[src/rtl/spq_pkg.sv]
// Package for the sorted priority queue: word types, command codes and the
// control struct that the top level hands to every storage cell. No dependencies.
package spq_pkg;

  typedef enum logic [0:0] {
    CMD_ENQ = 1'b0,
    CMD_DEQ = 1'b1
  } spq_cmd_e;

  typedef struct packed {
    spq_cmd_e           cmd;
    logic [31:0]        item_value;
    logic signed [31:0] item_priority;
  } spq_in_t;

  typedef struct packed {
    logic [4:0]         comparisons;
    logic [31:0]        out_value;
    logic signed [31:0] out_priority;
    logic               underflow;
    logic               overflow;
    logic [31:0]        head_value;
    logic               is_empty;
  } spq_out_t;

  typedef struct packed {
    logic [31:0]        value;
    logic signed [31:0] prio;
  } spq_entry_t;

  typedef struct packed {
    logic       enq;
    logic       deq;
    spq_entry_t item;
  } spq_ctl_t;

endpackage

[src/rtl/spq_cell.sv]
// One storage cell of the sorted chain: holds one entry and drives its insert flag.
// Depends on spq_pkg for the entry and control types.
module spq_cell import spq_pkg::*; #(
  parameter bit IsHead = 1'b0
) (
  input  logic       clk_i,
  input  spq_ctl_t   ctl_i,
  input  logic       valid_i,
  input  logic       left_flag_i,
  input  spq_entry_t left_i,
  input  spq_entry_t right_i,
  output logic       flag_o,
  output spq_entry_t entry_o
);

  spq_entry_t entry_q, entry_d;

  // The flag is set when the new word belongs at this cell or in front of it.
  always_comb begin
    if (IsHead) begin
      flag_o = !valid_i || (ctl_i.item.prio > entry_q.prio);
    end else begin
      flag_o = !valid_i || !(entry_q.prio > ctl_i.item.prio);
    end
  end

  always_comb begin
    entry_d = entry_q;
    if (ctl_i.enq) begin
      if (left_flag_i) begin
        entry_d = left_i;
      end else if (flag_o) begin
        entry_d = ctl_i.item;
      end
    end else if (ctl_i.deq) begin
      entry_d = right_i;
    end
  end

  always_ff @(posedge clk_i) begin
    entry_q <= entry_d;
  end

  assign entry_o = entry_q;

endmodule

[src/rtl/sorted_priority_queue.sv]
// Top level of the sorted priority queue: a chain of spq_cell storage cells,
// the fill count and the registered result word. Depends on spq_pkg and spq_cell.
//
//   channel   taken at edge     ports    word
//   command   start && !busy    req_i    spq_in_t: cmd, item_value, item_priority
//   result    done_o            rsp_o    spq_out_t, held for the one cycle done_o is high
//
// A command word is taken in every cycle that start is high; busy stays low. Its result word
// shows in the cycle after acceptance, for exactly one cycle, and the receiver cannot stall it.
// All cells compare against the new priority in parallel and shift by one place in
// the same cycle, so the cycle is set by one 32-bit compare plus the one-hot
// position encode.
// Reset empties the queue at once; no clearing pass is needed.
module sorted_priority_queue import spq_pkg::*; #(
  parameter int DEPTH = 16
) (
  input  logic     clk_i,
  input  logic     rst_ni,
  input  logic     start,
  output logic     busy,
  input  spq_in_t  req_i,
  output logic     done_o,
  output spq_out_t rsp_o
);

  localparam int CW = $clog2(DEPTH + 1);

  logic [CW-1:0] count_q, count_d;
  logic          done_q;
  spq_out_t      rsp_q, rsp_d;

  spq_ctl_t   ctl;
  spq_entry_t entries [DEPTH];
  logic       flags   [DEPTH];
  logic       accept, is_full, is_nonempty;
  logic [4:0] pos;

  assign busy        = 1'b0;
  assign accept      = start && !busy;
  assign is_full     = (count_q == CW'(DEPTH));
  assign is_nonempty = (count_q != '0);

  assign ctl.enq  = accept && (req_i.cmd == CMD_ENQ) && !is_full;
  assign ctl.deq  = accept && (req_i.cmd == CMD_DEQ) && is_nonempty;
  assign ctl.item = '{value: req_i.item_value, prio: req_i.item_priority};

  for (genvar i = 0; i < DEPTH; i++) begin : g_cell
    logic       valid;
    logic       left_flag;
    spq_entry_t left_entry, right_entry;

    assign valid = (CW'(i) < count_q);

    if (i == 0) begin : g_head
      assign left_flag  = 1'b0;
      assign left_entry = ctl.item;
    end else begin : g_body
      assign left_flag  = flags[i-1];
      assign left_entry = entries[i-1];
    end

    if (i == DEPTH - 1) begin : g_tail
      assign right_entry = ctl.item;
    end else begin : g_inner
      assign right_entry = entries[i+1];
    end

    spq_cell #(
      .IsHead (i == 0)
    ) u_cell (
      .clk_i       (clk_i),
      .ctl_i       (ctl),
      .valid_i     (valid),
      .left_flag_i (left_flag),
      .left_i      (left_entry),
      .right_i     (right_entry),
      .flag_o      (flags[i]),
      .entry_o     (entries[i])
    );
  end

  // The flags form a run of zeros then ones; the first one is the insert place.
  always_comb begin
    pos = '0;
    for (int i = 0; i < DEPTH; i++) begin
      if (flags[i] && (i == 0 || !flags[(i == 0) ? 0 : i - 1])) begin
        pos = pos | 5'(i);
      end
    end
  end

  always_comb begin
    count_d = count_q;
    if (ctl.enq) begin
      count_d = count_q + CW'(1);
    end else if (ctl.deq) begin
      count_d = count_q - CW'(1);
    end

    rsp_d              = '0;
    rsp_d.is_empty     = (count_d == '0);
    rsp_d.comparisons  = ctl.enq ? (pos + 5'd1) : 5'd0;
    rsp_d.underflow    = (req_i.cmd == CMD_DEQ) && !is_nonempty;
    rsp_d.overflow     = (req_i.cmd == CMD_ENQ) && is_full;
    if (ctl.deq) begin
      rsp_d.out_value    = entries[0].value;
      rsp_d.out_priority = entries[0].prio;
    end

    if (ctl.enq) begin
      rsp_d.head_value = flags[0] ? req_i.item_value : entries[0].value;
    end else if (ctl.deq) begin
      rsp_d.head_value = (count_q > CW'(1)) ? entries[1].value : 32'd0;
    end else if (is_nonempty) begin
      rsp_d.head_value = entries[0].value;
    end
  end

  always_ff @(posedge clk_i or negedge rst_ni) begin
    if (!rst_ni) begin
      count_q <= '0;
      done_q  <= 1'b0;
    end else begin
      count_q <= count_d;
      done_q  <= accept;
    end
  end

  always_ff @(posedge clk_i) begin
    if (accept) begin
      rsp_q <= rsp_d;
    end
  end

  assign done_o = done_q;
  assign rsp_o  = rsp_q;

endmodule

[config.mk]
export PLATFORM = sky130hd
export DESIGN_NAME = sorted_priority_queue
export DESIGN_NICKNAME = d
export VERILOG_FILES = /design/src/rtl/spq_pkg.sv /design/src/rtl/spq_cell.sv /design/src/rtl/sorted_priority_queue.sv
export SDC_FILE = /design/constraint.sdc
export NUM_CORES = 2
export LEC_CHECK = 0
export BUFFER_PORTS_ARGS = -buffer_cell sky130_fd_sc_hd__buf_4
export CAP_MARGIN = 15
export CORE_ASPECT_RATIO = 1.5
export CORE_MARGIN = 1
export CORE_UTILIZATION = 55
export DETAILED_ROUTE_END_ITERATION = 7
export PLACE_DENSITY_LB_ADDON = 0.3
export SKIP_CTS_REPAIR_TIMING = 1
export SYNTH_ARGS = -nofsm -noshare
export SYNTH_HDL_FRONTEND = slang
export SYNTH_HIERARCHICAL = 1
export SYNTH_SLANG_ARGS = --single-unit
export TNS_END_PERCENT = 5
[constraint.sdc]
create_clock -name clk_i -period 11.3 [get_ports clk_i]
set_clock_uncertainty 0.05 [all_clocks]
set_input_delay 1.695 -clock clk_i [delete_from_list [all_inputs] [get_ports clk_i]]
set_output_delay 1.695 -clock clk_i [all_outputs]
set_load 0.02 [all_outputs]
==> out/summary.txt <==
ROUTING
----------------------------------------------------------------------------------
Number of remaining DRC errors ......................................            0
Final wirelength ....................................................    197000 um
Initial drt markers .................................................         3898
First-pass iteration count of the detailed router ...................            7
Antenna Nets Post-Route .............................................            0
Vias per cell .......................................................         6.21
Detailed-route via count ............................................        53200
Average wire length per cell after detail routing ...................      23.0 um

SETUP PATH
----------------------------------------------------------------------------------
Worst-path fanout max ...............................................           52
Minimum setup slack among reg-to-reg paths ..........................      5570 ps
Cell family with most CP delay ...................................... simple AND/OR/NAND/NOR gates
Crit path top cell by count ......................................... sky130_fd_sc_hd__buf_4
Element type at the critical path start .............................   input port
Crit Path Class ..................................................... input port to flop
Data required time of the critical path .............................     11730 ps
Critical register-to-register path startpoint .......................   count_q[1]
Worst Reg-to-Reg Cells ..............................................           11
Data arrival time of the critical path ..............................      7030 ps
Worst path bufs/invs ................................................            4
Terminus of the critical flop-to-flop path .......................... g_cell[0].u_cell/entry_o[40]
Endpoint kind of the worst setup timing path ........................         flop
CP Cell Sequence .................................................... buf_4 > buf_4 > inv_1 > ha_1 > nand4_1 > a2111oi_0 > nor3_1 > and4b_1 > nor2_4 > buf_4 > nor2b_1 > or4_1 > nand4b_1 > ha_1 > xnor2_1 > nor2_1
Highest cell delay on the worst timing path .........................       880 ps
Standard cell with the maximum stage delay on the critical path ..... sky130_fd_sc_hd__buf_4

POWER AND IR DROP
----------------------------------------------------------------------------------
Worst vdd ir ........................................................     0.137 mV
Power per unit of standard cell area ................................  207 mW/mm^2
Leakage power figure ................................................      35.0 nW

STA
----------------------------------------------------------------------------------
Highest clock rate ..................................................    0.152 GHz
Minimum clock period after layout ...................................      6600 ps
Final Setup Violations ..............................................            0
Setup slack of the critical path after layout .......................      4700 ps
Post-route setup TNS ................................................         0 ps
Max-slew violations .................................................            0
Transition time at the pin with the least slew margin ...............      1170 ps
Unrepaired setup endpoints after global routing .....................           no
Rel. slew slack .....................................................        22.3%
Hold violation count in the final report ............................            0
Share of the clock period used by the worst path after layout .......        58.4%

FINISH
----------------------------------------------------------------------------------
Leading cell types in the layout, fill and taps excluded ............ sky130_fd_sc_hd__a21oi_1, sky130_fd_sc_hd__edfxtp_1, sky130_fd_sc_hd__nor2_1
Leading cell type in the layout, fill and taps excluded ............. sky130_fd_sc_hd__a21oi_1
Register area ....................................................... 0.0340 sq mm
Net count, final ....................................................         7342
Layout Area Growth over Synthesis ...................................        8.74%
Multi-input combinational cell area ................................. 0.0336 sq mm
Total of fill cells in the finished design ..........................        10800
Share of final-layout standard cells stronger than drive strength 1 .        7.42%

YOSYS
----------------------------------------------------------------------------------
Count of synthesis-stage warnings from yosys ........................            6
Synth top area cells ................................................ sky130_fd_sc_hd__edfxtp_1, sky130_fd_sc_hd__mux2i_1, sky130_fd_sc_hd__ha_1
Distinct cell type count of the synthesized netlist .................           60
Top cell type by total area after synthesis ......................... sky130_fd_sc_hd__edfxtp_1
Number of enable-type register cells in the synthesized netlist .....         1128
Async S/R FF share, synth ...........................................       0.529%
Post-synthesis instance total .......................................         6793
Average size of a mapped cell .......................................   10.5 sq um
Share of Yosys cell area claimed by the top area cell type ..........        47.7%
Seq cells post-synth ................................................         1134
Share of synthesized area occupied by flip-flops and latches ........        47.9%
Total standard cell area after synthesis ............................ 0.0710 sq mm
Most common flop cell mapped by yosys ............................... sky130_fd_sc_hd__edfxtp_1

PLACE
----------------------------------------------------------------------------------
Minimum setup slack after placement .................................      4040 ps
Input/output buffers ................................................          172
Final Wtd Congestion ................................................        0.916
Post-DP HPWL ........................................................    140000 um

CLOCKING
----------------------------------------------------------------------------------
TritonCTS clock tree ................................................          yes
Number of buffers between clock root and the deepest sink ...........            3
Buffer type at the clock tree root .................................. sky130_fd_sc_hd__clkbuf_16
Num Clock Sinks .....................................................         1134
H-tree depth reported by CTS ........................................            3
Total CTS buffers ...................................................          110
Clock-pin transition on the worst setup and hold timing paths .......        70 ps
Clk_lat worst skew ..................................................       740 ps

JOB
----------------------------------------------------------------------------------
Max-cap violation count .............................................            0

GRT
----------------------------------------------------------------------------------
Number of antenna violations at the first check in global routing ...            3
Largest net degree at the start of global routing ...................          277
Vias in the first global route ......................................        56000
GRT Residual Overflow ...............................................            0
Wire length of the first global-routing pass ........................    304000 um
Tot GR Track Use ....................................................        29.8%

FLOORPLAN
----------------------------------------------------------------------------------
Starting density of the core ........................................        55.4%
Die span in x .......................................................       295 um
Number of core rows .................................................          161
Core area ...........................................................  0.128 sq mm
Die outline height ..................................................       442 um
I/O pin count .......................................................          174
Die footprint .......................................................  0.131 sq mm

MIN PATH
----------------------------------------------------------------------------------
Hold Crit Class ..................................................... flop to flop
Worst Hold Depth ....................................................            2
Worst Hold Launch ................................................... g_cell[15].u_cell/entry_o[37]
Hold Crit Endpoint .................................................. g_cell[14].u_cell/entry_o[37]

STATUS
----------------------------------------------------------------------------------
Status .............................................................. finished, final reports clean

-- flip-flops by register name (all words and copies together) (netlist names) --
name and flops:
done_o 1, count_q 5, g_cell.u_cell/entry_o 1024, rsp_o 104
-- worst max path at each step --
stage                          from                     endpoint  slack [ps]  cells past startpoint
final                     req_i[25]                   rsp_o[101]        4700                     16
after global routing      req_i[25]                   rsp_o[101]        4440                     17
after CTS                 req_i[25]                   rsp_o[101]        4820                     17
after detailed placement  req_i[25]                   rsp_o[101]        4040                     17
after global placement    req_i[23]                   rsp_o[101]        4210                     17
after floorplan           req_i[64]  g_cell[0].u_cell/entry_o[0]        2990                      8
-- area by class of cell --
cell class	count	area share, %
flip-flops and latches	1134	44.1
multi-input cells	4745	43.5
clock buffers	131	3.69
well taps	1711	2.77
inverters	535	2.61
repair buffers	231	2.31
clock inverters	72	0.997
diodes	2	0.00648
-- stage by stage --
stage	instance area [sq um]	cells	utilization, %	total power [mW]	hold slack, ps
6_report	77200	8561	60.3	16.0	531
3_5_place_dp	73600	8356	57.4	12.2	509
5_1_grt	77200	8560	60.3	16.8	545
3_3_place_gp	73600	8356	57.4	12.1	499
2_1_floorplan	71000	6795	-	10.6	488
4_1_cts	77200	8559	60.3	16.0	521
-- power breakdown --
part	internal, mW	leakage, nW	switching [mW]
logic	2.30	22.4	3.42
clock network	2.09	1.73	1.72
registers	5.79	10.8	0.693
total	10.2	35.0	5.84
-- per-layer routing --
metal	vias to the layer above	GRT usage (%)	part of all wire [%]
li1	24800	-	-
met1	26200	30.3	34
met2	1572	57.4	56
met3	667	3.09	3.6
met4	0	18.2	6.5
met5	-	0	0
-- worst register-to-register path, delay by kind of cell, from the launching register on --
family | cells | cell delay [ps]
AND/OR/NAND/NOR | 5 | 2620
AO/OA/AOI/OAI | 1 | 110
flip-flops | 1 | 470
buffers and inverters | 4 | 1750
adder cells (fa/ha/maj) | 1 | 250
-- cells in the mapped netlist, types with 4 or more instances --
cell                        number
sky130_fd_sc_hd__clkbuf_1      232
sky130_fd_sc_hd__a21oi_1      1274
sky130_fd_sc_hd__nand3_1        82
sky130_fd_sc_hd__nor4_4         16
sky130_fd_sc_hd__xnor2_1         4
sky130_fd_sc_hd__buf_1          26
sky130_fd_sc_hd__nor2b_1        25
sky130_fd_sc_hd__nand2_1        95
sky130_fd_sc_hd__nand4_1       112
sky130_fd_sc_hd__buf_6           5
sky130_fd_sc_hd__o211ai_1       15
sky130_fd_sc_hd__nand4b_1       16
sky130_fd_sc_hd__a2111oi_0      28
sky130_fd_sc_hd__a21o_1         42
sky130_fd_sc_hd__nand2b_1        7
sky130_fd_sc_hd__dfrtp_1         6
sky130_fd_sc_hd__inv_1         534
sky130_fd_sc_hd__a31oi_2        12
sky130_fd_sc_hd__nor4bb_1       15
sky130_fd_sc_hd__o21ai_1         4
sky130_fd_sc_hd__and2_1         68
sky130_fd_sc_hd__nor2_1       1107
sky130_fd_sc_hd__o2bb2ai_1      15
sky130_fd_sc_hd__nand4_2        18
sky130_fd_sc_hd__o21ai_0        43
sky130_fd_sc_hd__a221o_1        30
sky130_fd_sc_hd__a221oi_2       30
sky130_fd_sc_hd__ha_1          517
sky130_fd_sc_hd__o31ai_1        15
sky130_fd_sc_hd__and4b_1        16
sky130_fd_sc_hd__o22ai_1        16
sky130_fd_sc_hd__mux2i_1      1056
sky130_fd_sc_hd__edfxtp_1     1128
sky130_fd_sc_hd__buf_2         117
sky130_fd_sc_hd__nor4_1          5
sky130_fd_sc_hd__o21bai_1        5
sky130_fd_sc_hd__nor3_1         23
-- logic make-up (layout without fill, tap and decap cells) --
family | Yosys count | count (layout) | synth area share, %
multiplexers | 1056 | 1056 | 14.9
other | 1 | 5 | 0.00528
adder cells (fa/ha/maj) | 517 | 517 | 9.11
flip-flops | 1134 | 1134 | 47.9
AND/OR/NAND/NOR | 1616 | 1616 | 10.6
AO/OA/AOI/OAI | 1549 | 1549 | 12.3
XOR/XNOR | 4 | 4 | 0.0493
buffers and inverters | 916 | 969 | 5.11
(Power assumes the default switching activity.)
